==> config.mk <==
export PLATFORM = sky130hd
export DESIGN_NAME = lgge_row_calc
export DESIGN_NICKNAME = d
export VERILOG_FILES = /design/src/sv/lgge_pkg.sv /design/src/sv/lgge_row_calc.sv
export SDC_FILE = /design/constraint.sdc
export NUM_CORES = 1
export LEC_CHECK = 0
export BUFFER_PORTS_ARGS = -buffer_cell sky130_fd_sc_hd__buf_2
export CORE_UTILIZATION = 53
export DETAILED_ROUTE_END_ITERATION = 8
export GPL_TIMING_DRIVEN = 0
export PLACE_DENSITY = 0.82
export SKIP_LAST_GASP = 1
export SYNTH_ARGS = -nofsm -noshare
export SYNTH_HDL_FRONTEND = slang
export SYNTH_SLANG_ARGS = --single-unit
==> constraint.sdc <==
create_clock -name vclk -period 12.8
set_input_delay 1.92 -clock vclk [all_inputs]
set_output_delay 1.92 -clock vclk [all_outputs]
set_load 0.1 [all_outputs]
==> src/sv/lgge_pkg.sv <==
// package for the life grid generation engine: sizes, codes, beat structs
// and the state encoding; no dependencies
package lgge_pkg;

  localparam int MaxRows = 64;
  localparam int MaxCols = 64;
  localparam int RowW    = $clog2(MaxRows);
  localparam int ColW    = $clog2(MaxCols);
  localparam int RowCntW = $clog2(MaxRows + 1);
  localparam int ColCntW = $clog2(MaxCols + 1);
  localparam int CfgW    = 7;
  localparam int CfgIdxW = 2;

  typedef enum logic [CfgIdxW-1:0] {
    CfgGridRows = 2'd0,
    CfgGridCols = 2'd1,
    CfgSpare2   = 2'd2,
    CfgSpare3   = 2'd3
  } lgge_cfg_e;

  typedef enum logic [1:0] {
    CmdWrite = 2'd0,
    CmdRead  = 2'd1,
    CmdStep  = 2'd2,
    CmdNop   = 2'd3
  } lgge_cmd_e;

  typedef enum logic [2:0] {
    StIdle,
    StRead,
    StWrite,
    StStep,
    StDone
  } lgge_state_e;

  typedef struct packed {
    lgge_cmd_e  cmd;
    logic [5:0] row_index;
    logic [5:0] column_index;
    logic       cell_in;
  } lgge_in_t;

  typedef struct packed {
    logic cell_out;
    logic step_done;
  } lgge_out_t;

  typedef logic [MaxCols-1:0] lgge_row_t;

endpackage

==> src/sv/lgge_row_calc.sv <==
// one generation of one grid row under the b3/s23 rule
// depends on lgge_pkg
module lgge_row_calc (
  input  lgge_pkg::lgge_row_t above_i,
  input  lgge_pkg::lgge_row_t mid_i,
  input  lgge_pkg::lgge_row_t below_i,
  input  lgge_pkg::lgge_row_t col_mask_i,
  output lgge_pkg::lgge_row_t row_o
);
  import lgge_pkg::*;

  always_comb begin
    logic [MaxCols+1:0] pa;
    logic [MaxCols+1:0] pm;
    logic [MaxCols+1:0] pb;
    logic [3:0]         n;
    lgge_row_t          nxt;
    // columns outside the grid read as dead neighbours
    pa  = {1'b0, above_i & col_mask_i, 1'b0};
    pm  = {1'b0, mid_i & col_mask_i, 1'b0};
    pb  = {1'b0, below_i & col_mask_i, 1'b0};
    nxt = '0;
    for (int c = 0; c < MaxCols; c++) begin
      n = 4'(pa[c]) + 4'(pa[c+1]) + 4'(pa[c+2]) + 4'(pm[c]) + 4'(pm[c+2])
        + 4'(pb[c]) + 4'(pb[c+1]) + 4'(pb[c+2]);
      nxt[c] = pm[c+1] ? (n == 4'd2 || n == 4'd3) : (n == 4'd3);
    end
    // columns outside the grid keep their old value
    row_o = (nxt & col_mask_i) | (mid_i & ~col_mask_i);
  end

endmodule

== Word-level counts from Yosys, hierarchy flattened ==
Cells that the tools add are included.
W data, S select, Z words.
Storage, ports and cells
  bits in registers: 0
  input port bits: 256
  output and inout port bits: 64
Cells by class
  $add $sub $neg: 441
  equal/unequal tests: 128
  multiplexer cells: 64
  bitwise gates (word level): 7
  reductions and logical operators: 64
Operators with widths (number)
  $add A4 B1 Y4: 252
  $eq A4 B2 Y1 const B: 128
  $and A64 B64 Y64: 5
  $add A3 B1 Y4: 63
  $add A2 B1 Y3: 63
  $add A1 B1 Y2: 63
  $logic_or A1 B1 Y1: 64
  $mux W1: 64
  $not A64 Y64: 1
  $or A64 B64 Y64: 1

== Depth between registers and ports, before layout ==
  depth in word-level cells: 13
  gate-level depth with buffers: 11

== Worst setup path before layout ==
OpenSTA, ideal clock, no wires.
  kind: input to output
  from: input port above_i[61]
  to: output port row_o[61]
  data arrival time: 6256 ps
  slack: 4624 ps
  cell stages on the path: 11
  path buffers: 0
  path through: and2_1 > fa_1 > fa_1 > inv_1 > fa_1 > inv_1 > ha_1 > fa_1 > nand4b_1 > a21o_1 > a31oi_1
Between the ends
  longest elaborated chain between the ends: 13
  elaborated cells between the ends (all ways): 14
  classes of those cells: add/sub (7); eq/ne (2); mux (1); bitwise (3); reduce/logical (1)
Ends and longest elaborated chain
  start: declaration: line lgge_row_calc.sv:4  | input lgge_pkg::lgge_row_t above_i,
  $and A64 B64 Y64 (*): line lgge_row_calc.sv:19  | pa = {1'b0, above_i & col_mask_i, 1'b0};
  $add A1 B1 Y2 (*): line lgge_row_calc.sv:24  | n = 4'(pa[c]) + 4'(pa[c+1]) + 4'(pa[c+2]) + 4'(pm[c]) + 4'(pm[c+2])
  $add A2 B1 Y3 (*): line lgge_row_calc.sv:24
  $add A3 B1 Y4 (*): line lgge_row_calc.sv:24
  $add A4 B1 Y4 (*): line lgge_row_calc.sv:24
  $add A4 B1 Y4 (*) (3 in series): line lgge_row_calc.sv:25  | + 4'(pb[c]) + 4'(pb[c+1]) + 4'(pb[c+2]);
  $eq A4 B2 Y1: line lgge_row_calc.sv:26  | nxt[c] = pm[c+1] ? (n == 4'd2 || n == 4'd3) : (n == 4'd3);
  $logic_or A1 B1 Y1: line lgge_row_calc.sv:26
  $mux W1 (*): line lgge_row_calc.sv:26
  $and A64 B64 Y64 (*): line lgge_row_calc.sv:29  | row_o = (nxt & col_mask_i) | (mid_i & ~col_mask_i);
  $or A64 B64 Y64 (*): line lgge_row_calc.sv:29
  end: declaration: line lgge_row_calc.sv:8  | output lgge_pkg::lgge_row_t row_o
Mark *: on every way between the ends. The rest lies on a longest branch, timed or not.

== Final worst setup path ==
  from: input port col_mask_i[11]
  to: output port row_o[12]
Between the ends
  longest elaborated chain between the ends: 13
  elaborated cells between the ends (all ways): 16
  classes of those cells: add/sub (7); eq/ne (2); mux (1); bitwise (5); reduce/logical (1)
Ends and longest elaborated chain
  start: declaration: line lgge_row_calc.sv:7  | input lgge_pkg::lgge_row_t col_mask_i,
  $and A64 B64 Y64: line lgge_row_calc.sv:19
  $add A1 B1 Y2: line lgge_row_calc.sv:24
  $add A2 B1 Y3: line lgge_row_calc.sv:24
  $add A3 B1 Y4: line lgge_row_calc.sv:24
  $add A4 B1 Y4: line lgge_row_calc.sv:24
  $add A4 B1 Y4 (*) (3 in series): line lgge_row_calc.sv:25
  $eq A4 B2 Y1: line lgge_row_calc.sv:26
  $logic_or A1 B1 Y1: line lgge_row_calc.sv:26
  $mux W1 (*): line lgge_row_calc.sv:26
  $and A64 B64 Y64 (*): line lgge_row_calc.sv:29
  $or A64 B64 Y64 (*): line lgge_row_calc.sv:29
Marks and branches as above.

==> flow_summary.toml <==
[run_status]
run_status = "finished, final reports clean"

[sta]
fin_tns_setup_ns = 0
finalHoldViolations = 0
maxSlewHeadroom_pct = 65.3
fmax_mhz = 132
fin_crit_sh_pct = 59.1
slew_violations = 0
finalSetupViolations = 0
rsz0062_at_grt = "no"
worstMarginPinSlew_ns = 0.523
finalCriticalPeriod_ns = 7.57

[synthesis]
synth_cell_types = 14
synth_area_leaders = "fa_1 (46%), ha_1 (22%), and2_1 (11%)"
ys_top_cells_by_count = "fa_1 (252), ha_1 (188), and2_1 (185)"
synth_seq_area_share_pct = 0
synthesis.nets = 1698
avgSynthCellArea_um2 = 10.9
syn-cell-area_um2 = 10900
synth_top_area_cell = "fa_1"
ys.warnings.count = 0
yosysTopAreaCellShare_pct = 46.3
synth_cells = 1002
synth.most_common_cell = "fa_1"

[global_routing]
grt_pass1_wl_um = 42500
antenna_found_initial = 6
grt_overflow = 0
grt_max_degree = 6
grt_usage_pct = 23.9
grt_pass1_vias = 9523

[drt]
met3_wirelength_um = 1430
wl_um = 24400
drc = 0
top_layer = "met5"
avgViaCountPerCell = 5.58
wl_met1_um = 9840
wl_per_cell_um = 15.3
ant_nets = 0
vias = 8909
first_iter_violations = 202
first_pass_iters = 5
route.met2.wl_um = 12500

[cells_and_area]
post_layout_nonfiller_instances = 1596
utilization_pct = 63.7
area_delta_synth_final_pct = 17.9
nClkBuffers = 0
seq_cell_count = 0
final_layout_size_suffix_gt1_share_pct = 24.2
seq_area_um2 = 0
nNetsFinal = 2020
fin_area_um2 = 12900

[pwr]
p_leak_nw = 6.57
power_density_nw_per_um2 = 91.3
power.total_w = 0.00117
ir_worst_vdd_v = 0.0000921

[worst_setup_path]
crit_arrival_ns = 5.65
crit_type = "input pin to output port"
cp.required_ns = 10.88
start_kind = "input pin"
worst-path-max-fanout = 5
endpoint_kind = "output port"

[die]
io_pins = 320
die_w_um = 145
die_h_um = 145
die_area_um2 = 21100
rows = 52
core_area_um2 = 20200
start_util_pct = 54.1

[placed_design]
dpl_cell_area_um2 = 12800
gp_congestion = 0.893
portBuffers = 320
dp_hpwl_um = 23200
dp.cells = 1592

[run]
timing.max_cap.violations = 0

[clock_tree]
cts_hold_buffers = 0
cts_resized = 0
cts_setup_buffers = 0

[worst_hold_path]
worst_hold_path_type = "input pin to output port"
==> kinds of logic (layout without fill, tap and decap cells) <==
group | Yosys count | after routing | share of synthesized area [%]
buffers and inverters | 22 | 342 | 0.757
and+or+nand+nor | 350 | 350 | 20.6
AOI/OAI and AO/OA | 190 | 190 | 10.8
adders and majority gates | 440 | 440 | 67.8
other | 0 | 4 | 0
==> stage by stage <==
step | hold slack (ns) | worst slack (ns)
after global routing | 4.32 | 5.14
after CTS | 4.29 | 5.26
after floorplan | 4.30 | 4.62
after detailed placement | 4.29 | 5.27
after global placement | 4.29 | 5.32
final | 4.29 | 5.23
==> worst paths after layout <==
| kind | cells after the start | slack (ns) | start | endpoint |
|---|---|---|---|---|
| setup / recovery | 10 | 5.23 | col_mask_i[11] | row_o[12] |
| hold / removal | 3 | 4.29 | col_mask_i[63] | row_o[63] |
==> final cells by class <==
cell class                      instances  area [um2]
Timing Repair Buffer                  320        1600
Fill cell                            1605        7320
Antenna cell                            4        10.0
Multi-Input combinational cell        980       10800
Tap cell                              270         338
Inverter                               22        82.6
==> cell usage in the layout (no fill, tap or decap) <==
cell type  count
a21oi_1       66
nor4b_1        1
nand4b_1      61
o21ai_1        1
fa_1         252
buf_2        320
nand2b_1       2
a21o_1        61
a31oi_1       62
nand2_1       39
diode_2        4
ha_1         188
inv_1         22
and2_1       185
nor2_1        32
or3b_1        30
==> power breakdown <==
| group | internal, W | switching [W] |
|---|---|---|
| clock network | 0.0000000000418 | 0 |
| logic | 0.000381 | 0.000793 |
| registers | 0 | 0 |
==> critical path: stages <==
cell and delay (ns):
buf_2 0.13, and2_1 0.29, fa_1 0.49, fa_1 0.54, fa_1 0.43, ha_1 0.22
fa_1 0.50, or3b_1 0.35, a31oi_1 0.28, buf_2 0.49
==> routing by layer <==
layer	track usage, %	vias up
met2	43.8	286
met1	29.8	4320
met4	5.32	4
li1	-	4253
met3	3.32	46
met5	0	-
Power figures use the tool's default switching activity.
